==> src/ptc_pkg.sv <==
// Package for the prime test and count unit.
// Holds field widths, request codes, the sequencer state type and defaults.
// No dependencies.
package ptc_pkg;

    // Field widths of the item ports
    localparam int REQ_W        = 2;
    localparam int NUMBER_W     = 16;
    localparam int RESULT_W     = 13;

    // Default operand width
    localparam int NUM_BITS_DEF = 16;

    // Request codes
    localparam logic [REQ_W-1:0] REQ_TEST    = 2'd0;
    localparam logic [REQ_W-1:0] REQ_COUNT   = 2'd1;
    localparam logic [REQ_W-1:0] REQ_FACTORS = 2'd2;

    // Counts saturate here
    localparam logic [RESULT_W-1:0] RESULT_MAX = '1;

    // Sequencer states
    typedef enum logic [2:0] {
        S_IDLE,
        S_TEST_CHECK,
        S_TEST_DIV,
        S_FACT_CHECK,
        S_FACT_DIV,
        S_FINISH
    } state_t;

endpackage

==> src/prime_test_and_count_unit.sv <==
// Prime test and count unit: trial division around one shared bit-serial divider.
// Depends on ptc_pkg (widths, request codes, state type).
//
// The unit takes one item (req_type, number) and returns one result. Type 0 tests
// number for primality (1 or 0), type 1 counts the primes up to number, type 2
// counts the distinct prime divisors of number; numbers below two and the unused
// type give 0, and counts saturate at the top of the result field. Only the low
// min(NUM_BITS, 16) bits of number take part. All work runs through one restoring
// divider that retires one quotient bit per cycle, so each trial divisor passes
// through one bound check, OP_W divide steps and one evaluation, where OP_W is the
// operand width. Type 2 spends one extra divide per repeated factor; type 1 repeats
// the test for every odd candidate up to number. in_stall stays high from acceptance
// until the result has been moved to the output register; that register holds the
// result until out_stall is low, and a new item may be taken meanwhile.
module prime_test_and_count_unit #(
    parameter int NUM_BITS = ptc_pkg::NUM_BITS_DEF
) (
    input  logic                         clk,
    input  logic                         rst_n,
    input  logic                         in_valid,
    output logic                         in_stall,
    input  logic [ptc_pkg::REQ_W-1:0]    req_type,
    input  logic [ptc_pkg::NUMBER_W-1:0] number,
    output logic                         out_valid,
    input  logic                         out_stall,
    output logic [ptc_pkg::RESULT_W-1:0] result
);
    import ptc_pkg::*;

    // Operand width actually used
    localparam int OP_W  = (NUM_BITS < NUMBER_W) ? NUM_BITS : NUMBER_W;
    localparam int CNT_W = $clog2(OP_W + 1);
    localparam int SQ_W  = OP_W + 1;

    state_t               state_reg, state_next;
    logic                 out_valid_reg, out_valid_next;
    logic [RESULT_W-1:0]  result_reg, result_next;
    logic [REQ_W-1:0]     kind_reg, kind_next;
    logic [OP_W-1:0]      n_reg, n_next;       // value under test / being reduced
    logic [OP_W-1:0]      lim_reg, lim_next;   // upper limit for prime counting
    logic [OP_W-1:0]      d_reg, d_next;       // trial divisor
    logic [SQ_W-1:0]      sq_reg, sq_next;     // d squared, kept incrementally
    logic [RESULT_W-1:0]  cnt_reg, cnt_next;
    logic                 hit_reg, hit_next;   // current divisor already counted
    logic [OP_W-1:0]      rem_reg, rem_next;
    logic [OP_W-1:0]      quo_reg, quo_next;
    logic [CNT_W-1:0]     div_cnt_reg, div_cnt_next;

    logic [OP_W:0]        rem_sh;
    logic [OP_W:0]        diff;
    logic [RESULT_W-1:0]  cnt_inc;
    logic [SQ_W-1:0]      sq_step;
    logic [OP_W-1:0]      op_in;
    logic                 verdict_en;
    logic                 verdict_prime;

    // Shared divider datapath: one restoring step
    assign rem_sh  = {rem_reg, quo_reg[OP_W-1]};
    assign diff    = rem_sh - {1'b0, d_reg};
    assign cnt_inc = (cnt_reg == RESULT_MAX) ? cnt_reg : cnt_reg + 1'b1;
    // (d+1)^2 = d^2 + 2d + 1
    assign sq_step = sq_reg + {d_reg, 1'b1};
    assign op_in   = number[OP_W-1:0];

    assign in_stall  = (state_reg != S_IDLE);
    assign out_valid = out_valid_reg;
    assign result    = result_reg;

    // Sequencer: next state and datapath control
    always_comb
    begin
        state_next     = state_reg;
        out_valid_next = out_valid_reg;
        result_next    = result_reg;
        kind_next      = kind_reg;
        n_next         = n_reg;
        lim_next       = lim_reg;
        d_next         = d_reg;
        sq_next        = sq_reg;
        cnt_next       = cnt_reg;
        hit_next       = hit_reg;
        rem_next       = rem_reg;
        quo_next       = quo_reg;
        div_cnt_next   = div_cnt_reg;
        verdict_en     = 1'b0;
        verdict_prime  = 1'b0;

        // output register drains when taken
        if (out_valid_reg && !out_stall)
        begin
            out_valid_next = 1'b0;
        end

        unique case (state_reg)
            S_IDLE:
            begin
                if (in_valid)
                begin
                    kind_next = req_type;
                    n_next    = op_in;
                    lim_next  = op_in;
                    cnt_next  = '0;
                    hit_next  = 1'b0;
                    d_next    = OP_W'(2);
                    sq_next   = SQ_W'(4);
                    if (op_in < OP_W'(2))
                    begin
                        state_next = S_FINISH;
                    end
                    else
                    begin
                        unique case (req_type)
                            REQ_TEST:
                            begin
                                state_next = S_TEST_CHECK;
                            end
                            REQ_COUNT:
                            begin
                                // the prime 2 is counted up front
                                cnt_next = RESULT_W'(1);
                                if (op_in < OP_W'(3))
                                begin
                                    state_next = S_FINISH;
                                end
                                else
                                begin
                                    n_next     = OP_W'(3);
                                    state_next = S_TEST_CHECK;
                                end
                            end
                            REQ_FACTORS:
                            begin
                                state_next = S_FACT_CHECK;
                            end
                            default:
                            begin
                                state_next = S_FINISH;
                            end
                        endcase
                    end
                end
            end

            // trial division bound, then start a divide
            S_TEST_CHECK:
            begin
                if (sq_reg > {1'b0, n_reg})
                begin
                    verdict_en    = 1'b1;
                    verdict_prime = 1'b1;
                end
                else
                begin
                    quo_next     = n_reg;
                    rem_next     = '0;
                    div_cnt_next = CNT_W'(OP_W);
                    state_next   = S_TEST_DIV;
                end
            end

            S_TEST_DIV:
            begin
                if (div_cnt_reg != '0)
                begin
                    div_cnt_next = div_cnt_reg - 1'b1;
                    if (diff[OP_W])
                    begin
                        rem_next = rem_sh[OP_W-1:0];
                        quo_next = {quo_reg[OP_W-2:0], 1'b0};
                    end
                    else
                    begin
                        rem_next = diff[OP_W-1:0];
                        quo_next = {quo_reg[OP_W-2:0], 1'b1};
                    end
                end
                else if (rem_reg == '0)
                begin
                    verdict_en    = 1'b1;
                    verdict_prime = 1'b0;
                end
                else
                begin
                    d_next     = d_reg + 1'b1;
                    sq_next    = sq_step;
                    state_next = S_TEST_CHECK;
                end
            end

            // factor loop bound; leftover above one is a prime factor
            S_FACT_CHECK:
            begin
                if (sq_reg > {1'b0, n_reg})
                begin
                    if (n_reg > OP_W'(1))
                    begin
                        cnt_next = cnt_inc;
                    end
                    state_next = S_FINISH;
                end
                else
                begin
                    quo_next     = n_reg;
                    rem_next     = '0;
                    div_cnt_next = CNT_W'(OP_W);
                    state_next   = S_FACT_DIV;
                end
            end

            S_FACT_DIV:
            begin
                if (div_cnt_reg != '0)
                begin
                    div_cnt_next = div_cnt_reg - 1'b1;
                    if (diff[OP_W])
                    begin
                        rem_next = rem_sh[OP_W-1:0];
                        quo_next = {quo_reg[OP_W-2:0], 1'b0};
                    end
                    else
                    begin
                        rem_next = diff[OP_W-1:0];
                        quo_next = {quo_reg[OP_W-2:0], 1'b1};
                    end
                end
                else if (rem_reg == '0)
                begin
                    // divisor found: count once, strip it and divide again
                    if (!hit_reg)
                    begin
                        cnt_next = cnt_inc;
                    end
                    hit_next     = 1'b1;
                    n_next       = quo_reg;
                    rem_next     = '0;
                    div_cnt_next = CNT_W'(OP_W);
                end
                else
                begin
                    hit_next   = 1'b0;
                    d_next     = d_reg + 1'b1;
                    sq_next    = sq_step;
                    state_next = S_FACT_CHECK;
                end
            end

            // hand the result to the output register once it is free
            S_FINISH:
            begin
                if (!out_valid_reg || !out_stall)
                begin
                    out_valid_next = 1'b1;
                    result_next    = cnt_reg;
                    state_next     = S_IDLE;
                end
            end

            default:
            begin
                state_next = S_IDLE;
            end
        endcase

        // primality verdict: finish a test, or move to the next odd candidate until the limit
        if (verdict_en)
        begin
            if (kind_reg == REQ_TEST)
            begin
                cnt_next   = {{(RESULT_W-1){1'b0}}, verdict_prime};
                state_next = S_FINISH;
            end
            else
            begin
                if (verdict_prime)
                begin
                    cnt_next = cnt_inc;
                end
                if (n_reg >= lim_reg - OP_W'(1))
                begin
                    state_next = S_FINISH;
                end
                else
                begin
                    n_next     = n_reg + OP_W'(2);
                    d_next     = OP_W'(2);
                    sq_next    = SQ_W'(4);
                    state_next = S_TEST_CHECK;
                end
            end
        end
    end

    // Control registers
    always_ff @(posedge clk or negedge rst_n)
    begin
        if (!rst_n)
        begin
            state_reg     <= S_IDLE;
            out_valid_reg <= 1'b0;
        end
        else
        begin
            state_reg     <= state_next;
            out_valid_reg <= out_valid_next;
        end
    end

    // Datapath registers
    always_ff @(posedge clk)
    begin
        result_reg  <= result_next;
        kind_reg    <= kind_next;
        n_reg       <= n_next;
        lim_reg     <= lim_next;
        d_reg       <= d_next;
        sq_reg      <= sq_next;
        cnt_reg     <= cnt_next;
        hit_reg     <= hit_next;
        rem_reg     <= rem_next;
        quo_reg     <= quo_next;
        div_cnt_reg <= div_cnt_next;
    end

    // An accepted item always starts the sequencer
    assert property (@(posedge clk) disable iff (!rst_n)
        in_valid && !in_stall |=> state_reg != S_IDLE)
        else $error("accepted item did not start the sequencer");

    // Partial remainder stays below the divisor while dividing
    assert property (@(posedge clk) disable iff (!rst_n)
        (state_reg == S_TEST_DIV || state_reg == S_FACT_DIV) |-> rem_reg < d_reg)
        else $error("divider remainder not below divisor");

    // Step counter never exceeds the operand width
    assert property (@(posedge clk) disable iff (!rst_n)
        (state_reg == S_TEST_DIV || state_reg == S_FACT_DIV)
        |-> div_cnt_reg <= CNT_W'(OP_W))
        else $error("divider step count out of range");

    // Incremental square tracks the trial divisor
    assert property (@(posedge clk) disable iff (!rst_n)
        (state_reg == S_TEST_CHECK || state_reg == S_FACT_CHECK)
        |-> ({OP_W'(0), d_reg} * {OP_W'(0), d_reg}) == (2 * OP_W)'(sq_reg))
        else $error("square register does not match divisor");

endmodule

==> config.mk <==
export PLATFORM = sky130hd
export DESIGN_NAME = prime_test_and_count_unit
export DESIGN_NICKNAME = d
export VERILOG_FILES = /design/src/ptc_pkg.sv /design/src/prime_test_and_count_unit.sv
export SDC_FILE = /design/constraint.sdc
export NUM_CORES = 1
export LEC_CHECK = 0
export BUFFER_PORTS_ARGS = -buffer_cell sky130_fd_sc_hd__buf_4
export CORE_UTILIZATION = 31
export CTS_BUF_LIST = sky130_fd_sc_hd__clkbuf_4
export CTS_CLUSTER_SIZE = 14
export DETAILED_ROUTE_END_ITERATION = 10
export HOLD_SLACK_MARGIN = 0.08
export SYNTH_ARGS = -nofsm -noshare
export SYNTH_HDL_FRONTEND = slang
export SYNTH_SLANG_ARGS = --single-unit
==> constraint.sdc <==
create_clock -name clk -period 3.5 [get_ports clk]
set_input_delay 0.175 -clock clk [delete_from_list [all_inputs] [get_ports clk]]
set_output_delay 0.175 -clock clk [all_outputs]
set_load 0.02 [all_outputs]
==> results.toml, run 1 <==
[global_route]
grt_pass1_wl_microns = 42800
track_usage = 0.174
grt_start_max_net_pins = 44
overflow = 0
antenna_found_initial = 2
grt_pass1_vias = 8163

[floorplanning]
rows = 63
io_pins = 37
die_x_microns = 176
dieArea_sq_um = 30800
core_area_sq_um = 29600
start_util = 0.315
die_y_microns = 176

[placement]
place_hpwl_microns = 19400
placed_cells = 1496
place_congestion = 0.888
port_buffers = 36
pre_cts_slack_ps = 11.7

[worst_setup_path]
r2r_slack_ps = 20
start_kind = "register"
arrival_ps = 3800
worst_ep_required_time_ps = 3820
worstSetupPathType = "register to register"
reg2reg_from = "quo_reg[15]"
r2r-end = "rem_reg[3]"
critPathMaxFanout = 5
worstRegToRegCells = 14
end_kind = "register"

[cts]
cts_buffers = 17
clock_sinks = 135
cts.path.max_buffers = 2
insertion_delay_ps = 570
cts_tree = "built"
cts-root-buf = "clkbuf_4"
ctsHtreeMaxLevel = 4
clkTransAtPathRegs_ps = 130

[route]
totalWireLength_microns = 26400
drt_iter0_markers = 622
drtPass1Iterations = 5
ant_nets = 0
avgRoutedWirePerCell_microns = 16.9
drcViolationCount = 0
vias_per_cell = 5.46
vias = 8506

[timing]
hold_viol_final = 0
slew-limit-headroom = 0.493
setup_viol = 0
finalWorstSetupSlack_ps = 22.7
fin_crit_sh = 0.994
rsz0062_at_grt = "yes"
timing.fmax_ghz = 0.288
period_minus_slack_ps = 3480
slew_violations = 0
worst_pin_slew_ps = 757
clock-skew-final_ps = 23.5

[layout]
syn2layout_area_growth_pct = 18.4
layout.cells.non_filler = 1559
largest_register_ffs = 17
fillCellCount = 3035
final_common_cell = "nor2_1"
fin_nets = 1246
mostFrequentLayoutCells = "nor2_1, nand2_1, buf_4"
drive_above_1_share = 0.145

[yosys]
ys_warn_count = 0
yosys.area.top_type_share = 0.225
ys_seq_elements = 135
syn_inst = 1064
synth_cell_type_count = 83
seq_area_frac_synth = 0.367
avgSynthCellArea_sq_um = 8.78
ys.flop_type = "edfxtp_1"
synth_top_cell_by_area = "edfxtp_1"
synth-edff-count = 70
netlist_area_sq_um = 9340
synthArstFlopShare = 0.0296
syn_nets = 1156
synth_area_leaders = "edfxtp_1, dfxtp_1, ha_1"

[power]
p_per_area_nw_per_um2 = 939
p_leak_nw = 4.18
fin_total_pwr_mw = 10.4
ir_drop_v = 0.000444

[min_path]
hold_end = "n_reg[1]"
min_path_type = "input pin to register"
hold_depth = 4
holdCritStartpoint = "in_valid"

[status]
run_status = "finished clean"

[run]
max_cap_violations = 0
## cell families after synthesis
| kind of cell | Yosys count | share of synthesized area |
|---|---|---|
| simple gates | 374 | 0.195 |
| fa+ha+maj | 70 | 0.0954 |
| mux | 18 | 0.0196 |
| xor+xnor | 43 | 0.0423 |
| buf+inv | 96 | 0.0421 |
| flops | 135 | 0.367 |
| compound gates | 328 | 0.239 |
## synthesized netlist by cell type, types with 18 or more instances
cell type,instances
nor2_1,100
clkbuf_1,35
a21oi_1,63
nand3_1,28
edfxtp_1,70
xnor2_1,33
a211oi_1,23
nor4_1,27
nand2_1,96
a21o_1,18
nor3_1,28
inv_1,52
ha_1,68
a22oi_1,21
o21ai_0,75
dfxtp_1,61
## worst max-delay path by stage
| stage | startpoint | endpoint | depth (start not counted) | slack [ps] |
|---|---|---|---|---|
| finish | quo_reg[15] | rem_reg[3] | 14 | 20 |
| global placement | lim_reg[4] | n_reg[3] | 15 | 30 |
| detailed placement | lim_reg[4] | n_reg[3] | 13 | 10 |
| CTS | quo_reg[15] | rem_reg[3] | 13 | 50 |
| global route | lim_reg[4] | n_reg[3] | 15 | -120 |
| floorplan | n_reg[13] | div_cnt_reg[0] | 9 | 60 |
## power by group
| part | switching, mW | internal (mW) |
|---|---|---|
| Clock | 0.649 | 0.508 |
| Combinational | 3.57 | 2.71 |
| Sequential | 0.488 | 2.46 |
| Total | 4.71 | 5.67 |
## routing by layer
metal / part of all wire / GRT usage
met4: 0.0098 / 0.0464
met1: 0.47 / 0.232
met2: 0.48 / 0.288
met5: 0 / 0
met3: 0.046 / 0.0294
## per-stage QoR
stage | util | setup TNS [ps] | area, sq um | hold slack (ps)
floorplan | - | 0 | 9340 | -121
global placement | 0.349 | 0 | 10400 | -13.7
detailed placement | 0.349 | 0 | 10400 | -14.8
CTS | 0.367 | 0 | 10900 | 127
global route | 0.373 | -1840 | 11100 | 186
finish | 0.373 | 0 | 11100 | 156
## final cells by class
type                            count  area (sq um)  area share
Multi-Input combinational cell    833          5600       0.506
Inverter                           53           199      0.0180
Timing Repair Buffer              114          1030      0.0933
Clock buffer                       18           135      0.0122
Antenna cell                        2          5.00    0.000453
Tap cell                          390           488      0.0441
Clock inverter                     14           176      0.0160
Sequential cell                   135          3420       0.310
## timing repair
item	CTS	global route
hold buffers	21	0
endpoints found under the setup margin	1	70
endpoints found under the hold margin	39	0
pin swaps	0	10
cloned	0	2
buffers inserted	0	6
gates resized for setup	2	14
## worst max-delay path: stages, from the launching register on
cell       delay, ps
edfxtp_1         480
inv_2            120
ha_4             140
inv_2             40
fa_2             400
a211o_1          310
a211oi_2         300
o31ai_2          110
a2111oi_2        480
a21oi_2          160
xnor2_4          200
buf_12           150
buf_12           120
mux2i_1          190
nor2_1            70
Note: power is estimated with default switching activity, not from simulation.
==> inputs of run 2 (changes only) <==
Settings changed: GPL_TIMING_DRIVEN set to 0.
==> results.toml, run 2 (synthesis results as in run 1) <==
[layout]
mostFrequentLayoutCells = "nor2_1, nand2_1, buf_4"
final_common_cell = "nor2_1"
drive_above_1_share = 0.155
finalInstanceArea_sq_um = 11200
largest_register_ffs = 17
multi_input_area_sq_um = 5680
fillCellCount = 3047
fin_nets = 1282
syn2layout_area_growth_pct = 20.2
regArea_sq_um = 3430
final_core_util = 0.379

[timing]
worst_pin_slew_ps = 971
hold_viol_final = 0
rsz0062_at_grt = "yes"
setup_viol = 0
period_minus_slack_ps = 3420
slew_violations = 0
fin_crit_sh = 0.976
timing.fmax_ghz = 0.293
slew-limit-headroom = 0.352
clock-skew-final_ps = 35.1

[status]
run_status = "finished clean"

[floorplanning]
io_pins = 37
die_x_microns = 176
core_area_sq_um = 29600
start_util = 0.315
dieArea_sq_um = 30800
rows = 63
die_y_microns = 176

[route]
ant_nets = 0
vias = 8656
drt_iter0_markers = 778
totalWireLength_microns = 27500
drcViolationCount = 0
vias_per_cell = 5.43
avgRoutedWirePerCell_microns = 17.2
drtPass1Iterations = 6

[global_route]
grt_pass1_wl_microns = 43600
grt_pass1_vias = 8162
antenna_found_initial = 2
track_usage = 0.179
overflow = 0
grt_start_max_net_pins = 23

[worst_setup_path]
arrival_ps = 3880
end_kind = "register"
critPathMaxFanout = 10
start_kind = "register"
worst_ep_required_time_ps = 3960
worstSetupPathType = "register to register"

[placement]
place_hpwl_microns = 19900
post_dp_cell_area_sq_um = 10100
place_congestion = 0.868
port_buffers = 35

[cts]
cts-root-buf = "clkbuf_4"
cts_buffers = 17
ctsHtreeMaxLevel = 4
clkTransAtPathRegs_ps = 140
clock_sinks = 135
cts_tree = "built"
cts.path.max_buffers = 2
insertion_delay_ps = 570

[min_path]
min_path_type = "input pin to register"

[run]
max_cap_violations = 0

[power]
p_leak_nw = 4.22
p_per_area_nw_per_um2 = 954
fin_total_pwr_mw = 10.7
ir_drop_v = 0.000460
==> run 2: cell types whose count changed in the layout (fill, tap and decap cells not counted), sizes merged <==
cell / delta
clkbuf: +34
buf: +2
bufinv: -1
clkinv: +1
clkinvlp: -1
inv: +1
==> run 2: final timing paths <==
| check | from | endpoint | slack, ps | cells after the start |
|---|---|---|---|---|
| max | n_reg[13] | n_reg[3] | 80 | 12 |
| min | in_valid | n_reg[1] | 170 | 4 |
| max reg2reg | n_reg[13] | n_reg[3] | 80 | 12 |
| min reg2reg | cnt_reg[8] | result[8] | 450 | 0 |
| max in group asynchronous | rst_n | state_reg[1] | 2790 | 3 |
| min in group asynchronous | rst_n | state_reg[2] | 510 | 3 |
==> run 2: area by class of cell <==
type | instances | area share
repair buffers | 107 | 0.0820
plain buffers | 43 | 0.0187
inverters | 53 | 0.0177
clock buffers | 18 | 0.0120
clock inverters | 14 | 0.0135
diodes | 2 | 0.000446
well taps | 390 | 0.0435
multi-input cells | 833 | 0.507
flip-flops and latches | 135 | 0.306
==> run 2: power breakdown <==
group / total, mW / leakage, nW / internal [mW] / switching (mW)
sequential: 3.00 / 1.22 / 2.46 / 0.536
combinational: 6.62 / 2.85 / 2.85 / 3.77
clock: 1.08 / 0.153 / 0.437 / 0.645
total: 10.7 / 4.22 / 5.75 / 4.95
==> run 2: metal layers <==
layer	GRT usage	wire (microns)	vias to the layer above	part of all wire
met5	0	0	-	0
met4	0.0583	530	0	0.019
met3	0.0383	1500	37	0.055
met2	0.285	12600	251	0.46
met1	0.241	12800	4111	0.47
li1	-	-	4257	-
==> run 2: timing repair <==
action,CTS,global route
cloned,1,1
pin swaps,8,7
setup buffers,39,11
hold buffers,21,0
gates resized for setup,26,25
endpoints found under the setup margin,109,70
endpoints found under the hold margin,39,0
==> run 2: worst max-delay path: stages, from the launching register on <==
cell,delay (ps)
dfxtp_2,360
clkbuf_4,180
inv_1,100
ha_1,310
nand4_1,140
or4b_4,560
or4_4,570
o211a_2,180
a21oi_4,220
buf_4,140
buf_6,130
nor4_1,60
or3b_1,350
==> run 2: stage by stage <==
step / cells / setup WS (ps) / TNS, ps / hold slack (ps)
after detailed placement: 1491 / -875 / -42250 / -15.2
after global routing: 1594 / -26.9 / -127 / 182
after floorplan: 1064 / 64.7 / 0 / -121
after CTS: 1584 / -13.4 / -37.0 / 151
after global placement: 1489 / -799 / -58600 / -16.2
final: 1595 / 83.6 / 0 / 175
